--- src/kmds_pkg.sv ---
// ----------------------------------------------------------------------------
// kmds_pkg
// shared widths, defaults and types of the key matrix debounce scanner
// ----------------------------------------------------------------------------
`default_nettype none

package kmds_pkg;

  localparam int unsigned RowIdxW   = 2;
  localparam int unsigned InColsW   = 12;
  localparam int unsigned MatrixW   = 48;
  localparam int unsigned CountW    = 4;
  localparam int unsigned InDataW   = 16;
  localparam int unsigned OutDataW  = 48;
  localparam int unsigned DefRows   = 4;
  localparam int unsigned DefCols   = 12;

  localparam logic [CountW-1:0] ThreshReset = CountW'(10);

  typedef struct packed {
    logic               valid;
    logic               last;
    logic [RowIdxW-1:0] row;
  } kmds_step_t;

endpackage

`default_nettype wire

--- src/kmds_lane.sv ---
// ----------------------------------------------------------------------------
// kmds_lane
// debounce counters of one matrix column, one counter per row
// ----------------------------------------------------------------------------
`default_nettype none

module kmds_lane #(
  parameter int unsigned ROWS = kmds_pkg::DefRows
) (
  input  wire logic                         clk_i,
  input  wire logic                         rst_ni,
  input  wire logic                         en_i,
  input  wire logic [kmds_pkg::RowIdxW-1:0] row_i,
  input  wire logic                         active_i,
  input  wire logic [kmds_pkg::CountW-1:0]  thresh_i,
  output logic                              pressed_o
);
  import kmds_pkg::*;

  localparam int unsigned RowW = (ROWS > 1) ? $clog2(ROWS) : 1;

  logic [CountW-1:0] cnt_q [ROWS];
  logic [CountW-1:0] cnt_cur;
  logic [CountW-1:0] cnt_d;
  logic [RowW-1:0]   sel;
  logic              at_thresh;

  assign sel       = row_i[RowW-1:0];
  assign cnt_cur   = cnt_q[sel];
  assign at_thresh = (cnt_cur >= thresh_i);
  assign pressed_o = active_i & at_thresh;

  always_comb begin
    if (!active_i) begin
      cnt_d = '0;
    end else if (at_thresh) begin
      cnt_d = cnt_cur;
    end else begin
      cnt_d = cnt_cur + CountW'(1);
    end
  end

  always_ff @(posedge clk_i or negedge rst_ni) begin
    if (!rst_ni) begin
      for (int r = 0; r < ROWS; r++) begin
        cnt_q[r] <= '0;
      end
    end else if (en_i) begin
      cnt_q[sel] <= cnt_d;
    end
  end

endmodule

`default_nettype wire

--- src/kmds_merge.sv ---
// ----------------------------------------------------------------------------
// kmds_merge
// collects lane press bits into the scan report and holds finished reports
// ----------------------------------------------------------------------------
`default_nettype none

module kmds_merge #(
  parameter int unsigned ROWS = kmds_pkg::DefRows,
  parameter int unsigned COLS = kmds_pkg::DefCols
) (
  input  wire logic                          clk_i,
  input  wire logic                          rst_ni,
  input  wire kmds_pkg::kmds_step_t          step_i,
  input  wire logic [COLS-1:0]               press_i,
  output logic                               ready_o,
  output logic                               m_axis_tvalid,
  input  wire logic                          m_axis_tready,
  output logic [kmds_pkg::OutDataW-1:0]      m_axis_tdata
);
  import kmds_pkg::*;

  localparam int unsigned Keys = ROWS * COLS;

  logic [Keys-1:0]     report_q, report_d, report_upd;
  logic [63:0]         report_ext;
  logic [MatrixW-1:0]  result;
  logic                emit;
  logic                take;
  logic                out_valid_q;
  logic [MatrixW-1:0]  out_data_q;
  logic                skid_valid_q;
  logic [MatrixW-1:0]  skid_data_q;

  always_comb begin
    report_upd = report_q;
    for (int r = 0; r < ROWS; r++) begin
      for (int c = 0; c < COLS; c++) begin
        if (step_i.row == RowIdxW'(r)) begin
          report_upd[r*COLS+c] = report_q[r*COLS+c] | press_i[c];
        end
      end
    end
  end

  assign report_ext = 64'(report_upd);
  assign result     = report_ext[MatrixW-1:0];
  assign emit       = step_i.valid & step_i.last;
  assign take       = out_valid_q & m_axis_tready;

  always_comb begin
    report_d = report_q;
    if (step_i.valid) begin
      report_d = step_i.last ? '0 : report_upd;
    end
  end

  always_ff @(posedge clk_i or negedge rst_ni) begin
    if (!rst_ni) begin
      report_q     <= '0;
      out_valid_q  <= 1'b0;
      skid_valid_q <= 1'b0;
    end else begin
      report_q <= report_d;
      if (emit) begin
        if (!out_valid_q || take) begin
          out_valid_q <= 1'b1;
        end else begin
          skid_valid_q <= 1'b1;
        end
      end else if (take) begin
        out_valid_q  <= skid_valid_q;
        skid_valid_q <= 1'b0;
      end
    end
  end

  always_ff @(posedge clk_i) begin
    if (emit) begin
      if (!out_valid_q || take) begin
        out_data_q <= result;
      end else begin
        skid_data_q <= result;
      end
    end else if (take && skid_valid_q) begin
      out_data_q <= skid_data_q;
    end
  end

  assign ready_o       = ~skid_valid_q;
  assign m_axis_tvalid = out_valid_q;
  assign m_axis_tdata  = OutDataW'(out_data_q);

endmodule

`default_nettype wire

--- src/key_matrix_debounce_scanner_top.sv ---
// ----------------------------------------------------------------------------
// key_matrix_debounce_scanner_top
// debounced scan of a ROWS x COLS key matrix, one row sample per beat
//
// input stream: one beat per sampled row, row number and column levels.
// each column has its own lane of per-row debounce counters, all lanes work
// in the same cycle, so a row beat is taken every cycle while s_axis_tready is high.
// a key is marked pressed once it reads active with its counter at or above
// the threshold; a released key clears its counter.
// the beat of the last row closes the scan: the pressed map is registered
// into the output or skid stage and the report starts over empty.
// rows beyond ROWS are dropped without effect.
// output stream: one beat per scan, held in an output register plus a
// one-deep skid stage; s_axis_tready falls only while both are full.
// cfg_we_i writes the threshold at once, to be done while the block idles.
// reset clears all counters and the report, threshold returns to 10.
// ----------------------------------------------------------------------------
`default_nettype none

module key_matrix_debounce_scanner_top #(
  parameter int unsigned ROWS = kmds_pkg::DefRows,
  parameter int unsigned COLS = kmds_pkg::DefCols
) (
  input  wire logic                         clk_i,
  input  wire logic                         rst_ni,
  input  wire logic                         cfg_we_i,
  input  wire logic [kmds_pkg::CountW-1:0]  cfg_wdata_i,
  input  wire logic                         s_axis_tvalid,
  output logic                              s_axis_tready,
  // [1:0] row_index, [13:2] column_levels, [15:14] zero
  input  wire logic [kmds_pkg::InDataW-1:0] s_axis_tdata,
  output logic                              m_axis_tvalid,
  input  wire logic                         m_axis_tready,
  // [47:0] key_map
  output logic [kmds_pkg::OutDataW-1:0]     m_axis_tdata
);
  import kmds_pkg::*;

  logic [CountW-1:0]  thresh_q;
  logic [RowIdxW-1:0] row_index;
  logic [InColsW-1:0] column_levels;
  logic               accept;
  logic               row_ok;
  logic [COLS-1:0]    press;
  kmds_step_t         step;

  assign row_index     = s_axis_tdata[RowIdxW-1:0];
  assign column_levels = s_axis_tdata[RowIdxW +: InColsW];
  assign accept        = s_axis_tvalid & s_axis_tready;
  assign row_ok        = (32'(row_index) < ROWS);

  assign step.valid = accept & row_ok;
  assign step.last  = (32'(row_index) == ROWS - 1);
  assign step.row   = row_index;

  always_ff @(posedge clk_i or negedge rst_ni) begin
    if (!rst_ni) begin
      thresh_q <= ThreshReset;
    end else if (cfg_we_i) begin
      thresh_q <= cfg_wdata_i;
    end
  end

  for (genvar c = 0; c < COLS; c++) begin : g_lane
    logic active;
    if (c < InColsW) begin : g_in
      assign active = column_levels[c];
    end else begin : g_none
      assign active = 1'b0;
    end

    kmds_lane #(
      .ROWS (ROWS)
    ) u_lane (
      .clk_i     (clk_i),
      .rst_ni    (rst_ni),
      .en_i      (step.valid),
      .row_i     (row_index),
      .active_i  (active),
      .thresh_i  (thresh_q),
      .pressed_o (press[c])
    );
  end

  kmds_merge #(
    .ROWS (ROWS),
    .COLS (COLS)
  ) u_merge (
    .clk_i         (clk_i),
    .rst_ni        (rst_ni),
    .step_i        (step),
    .press_i       (press),
    .ready_o       (s_axis_tready),
    .m_axis_tvalid (m_axis_tvalid),
    .m_axis_tready (m_axis_tready),
    .m_axis_tdata  (m_axis_tdata)
  );

endmodule

`default_nettype wire
--- config.mk ---
export PLATFORM = sky130hd
export DESIGN_NAME = key_matrix_debounce_scanner_top
export DESIGN_NICKNAME = d
export VERILOG_FILES = /design/src/kmds_pkg.sv /design/src/kmds_lane.sv /design/src/kmds_merge.sv /design/src/key_matrix_debounce_scanner_top.sv
export SDC_FILE = /design/constraint.sdc
export NUM_CORES = 1
export LEC_CHECK = 0
export BUFFER_PORTS_ARGS = -buffer_cell sky130_fd_sc_hd__buf_2
export CORE_UTILIZATION = 35
export DETAILED_ROUTE_END_ITERATION = 7
export PLACE_DENSITY = 0.6
export SKIP_LAST_GASP = 1
export SLEW_MARGIN = 20
export SYNTH_ARGS = -nofsm -noshare
export SYNTH_HDL_FRONTEND = slang
export SYNTH_SLANG_ARGS = --single-unit
export TNS_END_PERCENT = 30
--- constraint.sdc ---
create_clock -name clk_i -period 4 [get_ports clk_i]
set_input_delay 0.8 -clock clk_i [delete_from_list [all_inputs] [get_ports clk_i]]
set_output_delay 0.8 -clock clk_i [all_outputs]
set_load 0.02 [all_outputs]
==> reports/summary.txt, run 1 <==
PWR
---------------------------------------------------------------------------------------
Lkg Pwr                                                                         7.94 nW
IR Drop Worst-Case VDD                                                       0.000359 V
PD cells                                                                    615 nW/um^2

SYNTHESIS
---------------------------------------------------------------------------------------
Syn Nets                                                                           1580
Primary flip-flop cell chosen by synthesis mapping                              dfrtp_1
Ranking of synthesized cells by area                                       dfrtp_1 38%, edfxtp_1 18%, nand2_1 9.3%
Synthesized area divided by synthesized cell count                           10.9 sq um
Number of warnings issued by yosys                                                    0
Yosys top cell by area                                                          dfrtp_1
Number of instances in the synthesized netlist                                     1495
Part of the Yosys area used for sequential elements                               55.5%
Post-synthesis cell type count                                                       34
FFs w/ async S/R, synth                                                           71.9%
Commonest cells in the synthesized netlist                                 403 x nand2_1, 244 x dfrtp_1, 164 x o21ai_0
Top-area cell type share of the netlist area                                      37.5%
Number of synthesized flops with an enable pin                                       96
FF+latch count, synth                                                               342
Top-count cell post-synth                                                       nand2_1
Post-synthesis instance area                                                16300 sq um

WORST SETUP PATH
---------------------------------------------------------------------------------------
CP required                                                                     4.39 ns
Endpoint arrival time on the critical path                                      3.72 ns
Cell-by-cell trace of the critical path                                    buf_4 > buf_4 > buf_4 > mux4_2 > ha_1 > o21a_1 > nor2_1 > nor3b_1 > o21ai_0 > nand2_1
Cell with the biggest individual delay on the critical path                     nor3b_1
Worst-case reg-to-reg path depth                                                      7
Endpoint of the most critical setup path                                   u_merge.m_axis_tdata[42]$_DFFE_PP_
Crit path launch                                                           s_axis_tdata[0]
Largest stage delay on the critical path                                        0.81 ns
Internal reg-to-reg setup slack                                                 1.14 ns
Capturing point of the worst reg2reg path                                  u_merge.m_axis_tdata[42]$_DFFE_PP_
Nature of the critical path endpoint                                               flop
R2r startpoint                                                             thresh_q[2]$_DFFE_PN0P_
Element type at the critical path start                                      input port
Worst-path maximum fanout                                                            14
Category of the most critical setup path                                         in2reg
Library cell appearing most often on the critical path                            buf_4

PLACED DESIGN
---------------------------------------------------------------------------------------
Placer's final routability congestion estimate                                    0.772
HPWL after detailed placement                                                   25.0 mm
Post-placement worst setup slack                                               0.229 ns
Number of buffers inserted by port buffering                                         72

ROUTE
---------------------------------------------------------------------------------------
Vias/cell                                                                          5.16
Number of remaining DRC errors                                                        0
Drt total wl                                                                    39.7 mm
Post-DRT Antenna Nets                                                                 0
Overall via count from detail_route                                               11.4k
Detailed Routing Iterations Pass 1                                                    5
Number of violations reported at the end of detailed-routing iteration 0            855
WL per Instance                                                                 17.9 um

CLOCKING
---------------------------------------------------------------------------------------
CTS tree                                                                           done
Number of setup buffers added after CTS                                               0
Cts hold-fix bufs                                                                     0
Number of sinks on the clock net                                                    342
Root buffer selected by CTS                                                   clkbuf_16
Resized Gates After CTS                                                               0
H-tree Lvls                                                                           2
Clock buffers created by TritonCTS                                                   39
Clock Pin Slew Worst Setup and Hold Paths                                       0.06 ns
Worst-skew pair later-pin latency                                               0.54 ns
Largest buffer count on any clock path                                                3

CELLS AND AREA
---------------------------------------------------------------------------------------
Number of antenna repair diodes                                                       0
Layout cells sized above 1                                                        15.7%
Final nets                                                                         1670
Signed area change from the synthesized netlist to the final layout               15.9%
Filler cell count in the final layout                                              4292

FLOORPLAN
---------------------------------------------------------------------------------------
Effective utilization at floorplan                                                35.7%
Core Box Area                                                               45600 sq um
Area of the die                                                             47400 sq um
Horiz. Die Dim                                                                   218 um
Number of I/O pins                                                                   75
Std cell rows                                                                        78
Height of the chip                                                               218 um

STA
---------------------------------------------------------------------------------------
Max Clock Freq                                                                0.300 GHz
Clock tree skew after final layout                                            0.0185 ns
Unrepaired setup endpoints after global routing                                      no
Worst Tran Pin Value                                                            1.01 ns
Number of setup violations in the final report                                        0
Fin crit share                                                                    83.3%
Post-layout minimum cycle time                                                  3.33 ns
Slew headroom                                                                     32.7%
Pins Over Slew Limit                                                                  0
Setup tns final                                                                    0 ns
Final worst setup slack                                                        0.667 ns
Number of hold-slack violations in the final timing report                            0

GLOBAL ROUTE
---------------------------------------------------------------------------------------
Antenna violations before repair                                                      4
Pin count of the biggest net entering global routing                                102
Total global routing overflow                                                         0
Combined global-route utilization of all metal layers                             17.3%
Vias in the first global route                                                    11.6k
Global-route wire length before repair                                          64.1 mm

RUN
---------------------------------------------------------------------------------------
Reported max-cap violation count                                                      0

WORST HOLD PATH
---------------------------------------------------------------------------------------
Worst min-delay path class                                                     in2async

OUTCOME
---------------------------------------------------------------------------------------
Outcome                                                                       completed

report_power, final:
group          internal, mW  switching [mW]  leakage [nW]
combinational          1.41            1.90          3.17
clock                  2.10            1.39         0.609
sequential             4.41           0.395          4.17
total                  7.92            3.68          7.94
critical path: cells and delay by family:
kind / cells / cell delay (ns)
fa+ha+maj: 1 / 0.30
simple gates: 3 / 1.02
compound gates: 2 / 0.30
buf+inv: 3 / 0.72
mux: 1 / 0.58
metrics by stage:
stage	instance area, sq um	std cells	power (mW)	hold WS (ns)	utilization, %
6_report	18900	2216	11.6	0.334	41.4
5_1_grt	18900	2216	12.3	0.392	41.4
4_1_cts	18900	2216	11.7	0.357	41.4
3_5_place_dp	17600	2144	8.17	0.465	38.6
3_3_place_gp	17600	2144	8.02	0.455	38.6
2_1_floorplan	16300	1495	7.17	0.442	-
cell families after synthesis:
family	count (synthesis)	synth area share, %
buf+inv	89	2.47
xor+xnor	24	1.29
mux	49	6.78
flops	342	55.5
compound gates	392	15.3
fa+ha+maj	60	4.61
simple gates	539	14.0
final cells by class:
class | instances | area, sq um | share of cell area (%)
multi-input cells | 1064 | 6870 | 36.4
well taps | 600 | 751 | 3.98
inverters | 17 | 63.8 | 0.338
flip-flops and latches | 342 | 9040 | 47.9
repair buffers | 121 | 878 | 4.66
clock buffers | 58 | 1100 | 5.82
clock inverters | 14 | 154 | 0.816
registers in the layout, indices dropped and copies added, names as in the netlist:
name / cells
g_lane.u_lane.cnt_q: 192
thresh_q: 4
u_merge.m_axis_tdata: 48
u_merge.m_axis_tvalid: 1
u_merge.report_q: 48
u_merge.skid_data_q: 48
u_merge.skid_valid_q: 1
metal layers:
layer | track usage, % | vias up | wire length (um)
li1 | - | 5468 | -
met1 | 23.9 | 5646 | 18200
met2 | 28.0 | 256 | 18700
met3 | 2.96 | 54 | 2140
met4 | 4.13 | 8 | 642
met5 | 0 | - | 48
worst min path at each step:
stage	to	cells past startpoint	slack (ns)
after global routing	g_lane[4].u_lane.cnt_q[12]$_DFFE_PN0P_	1	0.39
after floorplan	g_lane[1].u_lane.cnt_q[8]$_DFFE_PN0P_	2	0.44
after global placement	g_lane[2].u_lane.cnt_q[0]$_DFFE_PN0P_	2	0.45
after detailed placement	g_lane[2].u_lane.cnt_q[5]$_DFFE_PN0P_	2	0.46
final	g_lane[4].u_lane.cnt_q[12]$_DFFE_PN0P_	1	0.33
after CTS	g_lane[4].u_lane.cnt_q[12]$_DFFE_PN0P_	1	0.36
layout by cell type (no fill, tap or decap), drive strengths merged, types with 21 or more instances in the layout:
cell	instances
nand2	403
o21ai	256
dfrtp	244
buf	121
edfxtp	96
ha	60
clkbuf	58
nor2	53
o21bai	48
mux4	48
a21oi	40
o21a	24
nor3b	24
xor2	24
inv	21
No activity file was read; power rests on OpenSTA's default activity.
==> run 2: changes to the inputs <==
Clock period 4 ns to 3 ns, I/O delays scaled along.
==> run 2 against run 1 <==
  * Critical path depth rose by 1
  * Wire length increased by 3.0%
  * Clock skew fell by 0.0061 ns
  * Worst setup slack worse by 0.45 ns
  * Non-clock buffer count increased by 110
  * Final area grew 5.0%
  * Sequential cell count is the same
  * Count of clock-buffer cells in the layout shrank 2
  * Register-to-register slack got worse by 0.77 ns
  * Combinational power is 52% higher
  * Critical path type unchanged
  * Critical endpoint is now g_lane[10].u_lane.cnt_q[13]$_DFFE_PN0P_
  * Largest cell class unchanged
==> reports/summary.txt, run 2 (synthesis results as in run 1) <==
FLOORPLAN
---------------------------------------------------------------------------------------
Number of I/O pins                                                                   75   unchanged
Height of the chip                                                               218 um   unchanged
Std cell rows                                                                        78   unchanged
Area of the die                                                             47400 sq um   unchanged
Core Box Area                                                               45600 sq um   unchanged
Effective utilization at floorplan                                                35.7%   unchanged
Horiz. Die Dim                                                                   218 um   unchanged

PWR
---------------------------------------------------------------------------------------
Internal Dissipation                                                            11.1 mW   +40%
PD cells                                                                    814 nW/um^2   +32%
Switching power summed over all nets                                            5.06 mW   +37%
IR Drop Worst-Case VDD                                                       0.000465 V   +30%
Part of the power in registers                                                    39.8%   -1.6 points
Lkg Pwr                                                                         8.55 nW   +7.6%
Switching Share                                                                   31.4%   -0.38 points
Power Total                                                                     16.1 mW   +39%
Relative contribution of the clock network to total power                         29.1%   -1.0 points
Share of total power in combinational logic                                       31.2%   +2.6 points

WORST SETUP PATH
---------------------------------------------------------------------------------------
Endpoint arrival time on the critical path                                      3.19 ns   -0.53 ns
Worst-case reg-to-reg path depth                                                      9   +2
Category of the most critical setup path                                         in2reg
CP required                                                                     3.41 ns   -0.98 ns
Capturing point of the worst reg2reg path                                  g_lane[1].u_lane.cnt_q[15]$_DFFE_PN0P_
Worst-path maximum fanout                                                            21   +7
Internal reg-to-reg setup slack                                                 0.37 ns   -0.77 ns
Element type at the critical path start                                      input port
R2r startpoint                                                             g_lane[1].u_lane.cnt_q[8]$_DFFE_PN0P_
Nature of the critical path endpoint                                               flop

CLOCKING
---------------------------------------------------------------------------------------
Clock buffers created by TritonCTS                                                   39   unchanged
Root buffer selected by CTS                                                   clkbuf_16
H-tree Lvls                                                                           2   unchanged
CTS tree                                                                           done
Cts hold-fix bufs                                                                     0   unchanged
Worst-skew pair later-pin latency                                               0.54 ns   about the same
Clock Pin Slew Worst Setup and Hold Paths                                       0.06 ns   about the same
Number of sinks on the clock net                                                    342   unchanged
Largest buffer count on any clock path                                                3   unchanged

GLOBAL ROUTE
---------------------------------------------------------------------------------------
Grt met2 use                                                                      29.9%   +1.8 points
Pin count of the biggest net entering global routing                                 87   -15%
Vias in the first global route                                                    12.1k   +4.9%
GRT met3 Usage                                                                    2.79%   -0.17 points
Combined global-route utilization of all metal layers                             17.8%   +0.59 points
Global-route wire length before repair                                          66.2 mm   +3.3%
Antenna violations before repair                                                      2   -2
GR peak layer                                                                      met2
Met1 Resource Use GR                                                              23.9%   about the same
Total global routing overflow                                                         0   unchanged

ROUTE
---------------------------------------------------------------------------------------
Detailed Routing Iterations Pass 1                                                    4   -1
Number of remaining DRC errors                                                        0   unchanged
Overall via count from detail_route                                               11.8k   +3.2%
Post-DRT Antenna Nets                                                                 0   unchanged
Number of violations reported at the end of detailed-routing iteration 0            753   -12%
Vias/cell                                                                          5.07   -1.7%
WL per Instance                                                                 17.6 um   -1.9%
Drt total wl                                                                    40.9 mm   +3.0%

PLACED DESIGN
---------------------------------------------------------------------------------------
Number of buffers inserted by port buffering                                         72   unchanged
Placer's final routability congestion estimate                                    0.820   +6.3%
Instance area after placement                                               18500 sq um   +5.3%
HPWL after detailed placement                                                   26.9 mm   +8.0%

CELLS AND AREA
---------------------------------------------------------------------------------------
Share of the core filled with cells in the final layout                           43.5%   +2.1 points
Layout cells sized above 1                                                        21.4%   +5.7 points
Number of flip-flops under the largest register name                                192   unchanged
Most common library cell in the layout ignoring fill and taps                   nand2_1
Number of antenna repair diodes                                                       0   unchanged
Filler cell count in the final layout                                              4258   -0.79%
Combined area of the multi-input logic cells                                 6870 sq um   unchanged
Final nets                                                                         1780   +6.6%
Non-Filler Cell Area, Final                                                 19800 sq um   +5.0%
Area taken by flip-flops and latches                                         9040 sq um   unchanged
Most frequent cells in the layout                                          403 x nand2_1, 244 x dfrtp_1, 164 x o21ai_0
Signed area change from the synthesized netlist to the final layout               21.7%
Top reg by flops                                                           g_lane.u_lane.cnt_q

STA
---------------------------------------------------------------------------------------
Number of setup violations in the final report                                        0   unchanged
Worst Tran Pin Value                                                            1.03 ns   +0.0197 ns
Slew headroom                                                                     31.3%   -1.4 points
Pins Over Slew Limit                                                                  0   unchanged
Unrepaired setup endpoints after global routing                                      no
Number of hold-slack violations in the final timing report                            0   unchanged
Fin crit share                                                                    92.8%
Clock tree skew after final layout                                            0.0124 ns   -0.00608 ns
Max Clock Freq                                                                0.359 GHz
Post-layout minimum cycle time                                                  2.78 ns

WORST HOLD PATH
---------------------------------------------------------------------------------------
Worst min-delay path class                                                     in2async

RUN
---------------------------------------------------------------------------------------
Reported max-cap violation count                                                      0   unchanged

OUTCOME
---------------------------------------------------------------------------------------
Outcome                                                                       completed

[run 2: routing by layer]
layer | share of wire [%] | vias up
met5 | 0.056 | -
li1 | - | 5662
met1 | 46 | 5844
met4 | 1.9 | 4
met3 | 4.6 | 61
met2 | 47 | 230
[run 2: how the worst max path moves through the flow]
stage / end / depth (start not counted) / slack (ns) / startpoint
after floorplan: u_merge.skid_data_q[0]$_DFFE_PP_ / 7 / -0.23 / s_axis_tdata[0]
after global placement: g_lane[7].u_lane.cnt_q[15]$_DFFE_PN0P_ / 11 / -0.45 / s_axis_tdata[0]
after detailed placement: g_lane[10].u_lane.cnt_q[13]$_DFFE_PN0P_ / 11 / -0.47 / s_axis_tdata[0]
after CTS: g_lane[10].u_lane.cnt_q[13]$_DFFE_PN0P_ / 11 / 0.08 / s_axis_tdata[0]
after global routing: g_lane[10].u_lane.cnt_q[5]$_DFFE_PN0P_ / 11 / 0.06 / s_axis_tdata[0]
final: g_lane[10].u_lane.cnt_q[13]$_DFFE_PN0P_ / 11 / 0.22 / s_axis_tdata[0]
[run 2: power by group through the flow]
stage | combinational, mW | clock (mW) | sequential [mW]
3_3_place_gp | 4.87 | 0 | 6.44
4_1_cts | 5.06 | 4.78 | 6.41
3_5_place_dp | 5.04 | 0 | 6.49
6_report | 5.02 | 4.68 | 6.41
5_1_grt | 5.63 | 4.97 | 6.53
2_1_floorplan | 3.14 | 0 | 6.42
[run 2: layout make-up]
cell class,instances,area share (%)
Sequential cell,342,45.6
Inverter,17,0.322
Tap cell,600,3.79
Clock buffer,56,5.71
Multi-Input combinational cell,1064,34.7
Timing Repair Buffer,231,9.13
Clock inverter,16,0.701
[run 2: what timing repair did]
item	4_1_cts	5_1_grt
resized for setup	0	1
buffers inserted	0	0
setup endpoints to repair	0	32
[run 2: through the flow]
step           cells  setup TNS [ns]  hold slack [ns]  setup slack (ns)
6_report        2326               0           0.0651             0.217
5_1_grt         2326               0            0.114            0.0611
4_1_cts         2326               0           0.0859            0.0842
3_5_place_dp    2254          -88.34            0.464            -0.468
3_3_place_gp    2254          -81.24            0.454            -0.445
2_1_floorplan   1495          -11.11            0.304            -0.230
[run 2: critical path, cell delays in order]
cell,delay [ns]
buf_6,0.29
buf_4,0.24
buf_4,0.17
mux4_2,0.53
ha_1,0.30
o21a_1,0.17
nor2_1,0.26
buf_4,0.19
nor3b_1,0.04
o21ai_1,0.26
o21ai_0,0.13
==> run 3: changes to the inputs <==
Settings changed: ABC_AREA set to 1, CORE_ASPECT_RATIO set to 0.9, CORE_MARGIN set to 4.
==> run 3 against run 2 <==
  * Critical path depth rose by 6
  * Count of clock-buffer cells in the layout down 2
  * Synthesized cell count increased by 34%
  * Maximum frequency increased by 4.9%
  * Non-clock buffer count up 3
  * Register-to-register slack improved by 0.16 ns
  * Sequential share of layout area decreased by 1.3 points
  * Power shrank 13%
  * Critical path type unchanged
==> reports/summary.txt, run 3 <==
OUTCOME
----------------------------------------------------------------------------------------
Outcome                                                                        completed

RUN
----------------------------------------------------------------------------------------
Reported max-cap violation count                                                       0   unchanged

WORST SETUP PATH
----------------------------------------------------------------------------------------
Cell with the biggest individual delay on the critical path                         ha_1
Library cell appearing most often on the critical path                           nand2_1
Endpoint arrival time on the critical path                                       3.06 ns   -0.13 ns
Largest stage delay on the critical path                                         0.30 ns   -0.23 ns
Cell-by-cell trace of the critical path                                     buf_2 > inv_2 > buf_12 > buf_4 > nand3_1 > nand2_1 > nor2_1 > inv_1 > ha_1 > nand2_1 > nand2_1 > nand2_1 > nand3_1 > nand2_1 > o21ai_0 > inv_1 > o21ai_0
R2r startpoint                                                              thresh_q[3]$_DFFE_PN1P_
Worst-path maximum fanout                                                              7   -67%
Element type at the critical path start                                       input port
Worst-case reg-to-reg path depth                                                      11   +2
Category of cells accounting for the largest share of critical-path delay   buffers and inverters
Crit path buf inv count                                                                6   +2
Capturing point of the worst reg2reg path                                   u_merge.m_axis_tdata[9]$_DFFE_PP_
Internal reg-to-reg setup slack                                                  0.53 ns   +0.16 ns
Nature of the critical path endpoint                                                flop
CP required                                                                      3.41 ns   about the same
Category of the most critical setup path                                          in2reg

CLOCKING
----------------------------------------------------------------------------------------
Largest buffer count on any clock path                                                 3   unchanged
Root buffer selected by CTS                                                    clkbuf_16
Clock Pin Slew Worst Setup and Hold Paths                                        0.06 ns   about the same
Resized Gates After CTS                                                                0   unchanged
H-tree Lvls                                                                            2   unchanged
Clock buffers created by TritonCTS                                                    38   -2.6%
Worst-skew pair later-pin latency                                                0.57 ns   +0.03 ns
Number of sinks on the clock net                                                     342   unchanged
CTS tree                                                                            done

STA
----------------------------------------------------------------------------------------
Pins Over Slew Limit                                                                   0   unchanged
Post-layout minimum cycle time                                                   2.65 ns   -0.130 ns
Setup tns final                                                                     0 ns   unchanged
Unrepaired setup endpoints after global routing                                       no
Number of setup violations in the final report                                         0   unchanged
Worst Tran Pin Value                                                            0.729 ns   -0.298 ns
Clock tree skew after final layout                                             0.0306 ns   +0.0182 ns
Fin crit share                                                                     88.4%   -4.3 points
Number of hold-slack violations in the final timing report                             0   unchanged
Post-route worst hold slack                                                     0.240 ns   +0.175 ns
Slew headroom                                                                      51.4%   +20 points
Max Clock Freq                                                                 0.377 GHz   +4.9%

PLACED DESIGN
----------------------------------------------------------------------------------------
Instance area after placement                                                19100 sq um   +3.3%
Number of buffers inserted by port buffering                                          72   unchanged
Placer's final routability congestion estimate                                     0.871   +6.3%
Placed instance count                                                               2763   +23%
HPWL after detailed placement                                                    29.8 mm   +11%

CELLS AND AREA
----------------------------------------------------------------------------------------
Number of antenna repair diodes                                                        0   unchanged
Final nets                                                                          2265   +27%
Top reg by flops                                                            g_lane.u_lane.cnt_q
Share of the core filled with cells in the final layout                            42.7%   -0.72 points
Most common library cell in the layout ignoring fill and taps                    nand2_1
Fin cells                                                                           2833   +22%
Layout cells sized above 1                                                         15.8%   -5.7 points
Non-Filler Cell Area, Final                                                  20400 sq um   +3.0%
Signed area change from the synthesized netlist to the final layout                21.1%
Most frequent cells in the layout                                           653 x nand2_1, 244 x dfrtp_1, 204 x nand3_1
Number of flip-flops under the largest register name                                 192   unchanged

SYNTHESIS
----------------------------------------------------------------------------------------
Primary flip-flop cell chosen by synthesis mapping                               dfrtp_1
Xor/xnor share of the synthesized area                                                0%   -1.3 points
FFs w/ async S/R, synth                                                            71.9%   unchanged
Number of instances in the synthesized netlist                                      2008   +34%
Post-synthesis cell type count                                                        24   -29%
Number of synthesized flops with an enable pin                                        96   unchanged
Share of the synthesized area in compound gates (AO/OA/AOI/OAI)                    7.28%   -8.0 points
Yosys top cell by area                                                           dfrtp_1
Commonest cells in the synthesized netlist                                  653 x nand2_1, 244 x dfrtp_1, 204 x nand3_1
Top-count cell post-synth                                                        nand2_1
Proportion of synthesized area in mux cells                                      0.0668%   -6.7 points
Post-synthesis instance area                                                 16900 sq um   +3.6%
Simple-gate share of the synthesized area                                          27.5%   +13 points
Syn Nets                                                                            2093   +32%
Part of the Yosys area used for sequential elements                                53.6%   -1.9 points
Number of warnings issued by yosys                                                     0   unchanged
Ranking of synthesized cells by area                                        dfrtp_1 36%, edfxtp_1 17%, nand2_1 15%
Synthesized area divided by synthesized cell count                            8.39 sq um   -23%
Adder-cell share of the synthesized area                                           4.45%   -0.16 points
FF+latch count, synth                                                                342   unchanged
Top-area cell type share of the netlist area                                       36.2%   -1.3 points
Main combinational cell family by area after synthesis                      simple AND/OR/NAND/NOR gates

PWR
----------------------------------------------------------------------------------------
Switching power summed over all nets                                             4.41 mW   -13%
Part of the power in registers                                                     41.2%   +1.4 points
Lkg Pwr                                                                          10.1 nW   +18%
Share of total power in combinational logic                                        25.2%   -6.0 points
Relative contribution of the clock network to total power                          33.5%   +4.4 points
IR Drop Worst-Case VDD                                                        0.000372 V   -20%
Switching Share                                                                    31.4%   +0.043 points
Internal Dissipation                                                             9.63 mW   -13%
PD cells                                                                     688 nW/um^2   -15%

GLOBAL ROUTE
----------------------------------------------------------------------------------------
Total global routing overflow                                                          0   unchanged
Combined global-route utilization of all metal layers                              18.0%   +0.13 points
Pin count of the biggest net entering global routing                                  77   -11%
Antenna violations before repair                                                       4   +2
Global-route wire length before repair                                           74.8 mm   +13%
Vias in the first global route                                                     14.2k   +17%

FLOORPLAN
----------------------------------------------------------------------------------------
Core Box Area                                                                47700 sq um   +4.7%
Std cell rows                                                                         76   -2.6%
Effective utilization at floorplan                                                 35.3%   -0.40 points
Height of the chip                                                                216 um   -0.67%
Area of the die                                                              51700 sq um   +9.2%
Number of I/O pins                                                                    75   unchanged
Horiz. Die Dim                                                                    239 um   +10%

WORST HOLD PATH
----------------------------------------------------------------------------------------
Worst min-delay path class                                                        in2reg
Hold-critical path depth                                                               3
Hold-critical path endpoint                                                 thresh_q[1]$_DFFE_PN1P_
Launch point of the worst hold path                                         cfg_wdata_i[1]

ROUTE
----------------------------------------------------------------------------------------
WL per Instance                                                                  16.3 um   -7.2%
Overall via count from detail_route                                                14.3k   +21%
Post-DRT Antenna Nets                                                                  0   unchanged
Number of remaining DRC errors                                                         0   unchanged
Vias/cell                                                                           5.04   -0.62%
Detailed Routing Iterations Pass 1                                                     5   +1
Drt total wl                                                                     46.3 mm   +13%
Number of violations reported at the end of detailed-routing iteration 0            1177   +56%

==> run 3: cell count changes after synthesis, sizes merged, moves of 48 or more <==
cell    previous run  this run
nand2            403       654
nand3             13       204
inv               17       197
nand4              0        72
nor2              53       119
mux4              48         0
o21bai            48         0
==> run 3: worst register-to-register path, stage by stage, from the launching register on <==
cell and delay (ns):
dfstp_2 0.52, inv_1 0.07, buf_4 0.22, ha_1 0.36, nand2_1 0.07, inv_1 0.07
nand2_1 0.07, nand3_1 0.11, nand2_1 0.26, o21ai_0 0.31, inv_1 0.09, o21ai_0 0.17
==> run 3: cells by family (layout without fill, tap and decap cells) <==
group	Yosys count	in the layout
AND/OR/NAND/NOR	1061	1061
flip-flops	342	342
buffers and inverters	299	500
AO/OA/AOI/OAI	245	245
adder cells (fa/ha/maj)	60	60
multiplexers	1	1
==> run 3: routing by layer <==
layer | vias up | share of wire [%] | GRT usage [%]
li1 | 6920 | - | -
met2 | 394 | 44 | 28.3
met3 | 100 | 6.8 | 4.03
met4 | 6 | 2.9 | 5.77
met1 | 6864 | 46 | 24.8
met5 | - | 0.084 | 0
==> run 3: timing repair <==
action / 4_1_cts / 5_1_grt
hold buffers: 1 / 0
buffers inserted: 0 / 0
hold endpoints to repair: 49 / 0
==> run 3: through the flow <==
stage / total power [mW] / setup slack [ns]
2_1_floorplan: 7.94 / 0.0441
3_3_place_gp: 9.25 / -0.0687
3_5_place_dp: 9.42 / -0.161
4_1_cts: 14.2 / 0.415
5_1_grt: 14.9 / 0.120
6_report: 14.0 / 0.347
==> run 3: layout make-up <==
| type | count | area [sq um] |
|---|---|---|
| Multi-Input combinational cell | 1367 | 6640 |
| Timing Repair Buffer | 234 | 1940 |
| Inverter | 197 | 744 |
| Clock inverter | 15 | 111 |
| Fill cell | 4717 | 27300 |
| Sequential cell | 342 | 9040 |
| Clock buffer | 54 | 1140 |
| Tap cell | 624 | 781 |
==> run 3: how the worst max path moves through the flow <==
stage | start | cells past startpoint | to | slack, ns
after floorplan | s_axis_tvalid | 6 | u_merge.skid_data_q[0]$_DFFE_PP_ | 0.04
after global placement | s_axis_tdata[1] | 17 | u_merge.m_axis_tdata[21]$_DFFE_PP_ | -0.07
after detailed placement | s_axis_tdata[1] | 17 | u_merge.m_axis_tdata[21]$_DFFE_PP_ | -0.16
after CTS | s_axis_tdata[1] | 17 | u_merge.m_axis_tdata[21]$_DFFE_PP_ | 0.42
after global routing | s_axis_tdata[1] | 17 | u_merge.m_axis_tdata[9]$_DFFE_PP_ | 0.12
final | s_axis_tdata[1] | 17 | u_merge.m_axis_tdata[9]$_DFFE_PP_ | 0.35
==> run 3: power by group through the flow <==
stage | Combinational [mW] | Clock, mW | Sequential [mW]
2_1_floorplan | 2.08 | 0 | 5.86
3_3_place_gp | 3.41 | 0 | 5.84
3_5_place_dp | 3.55 | 0 | 5.87
4_1_cts | 3.56 | 4.82 | 5.79
5_1_grt | 4.03 | 5.02 | 5.87
6_report | 3.54 | 4.71 | 5.79
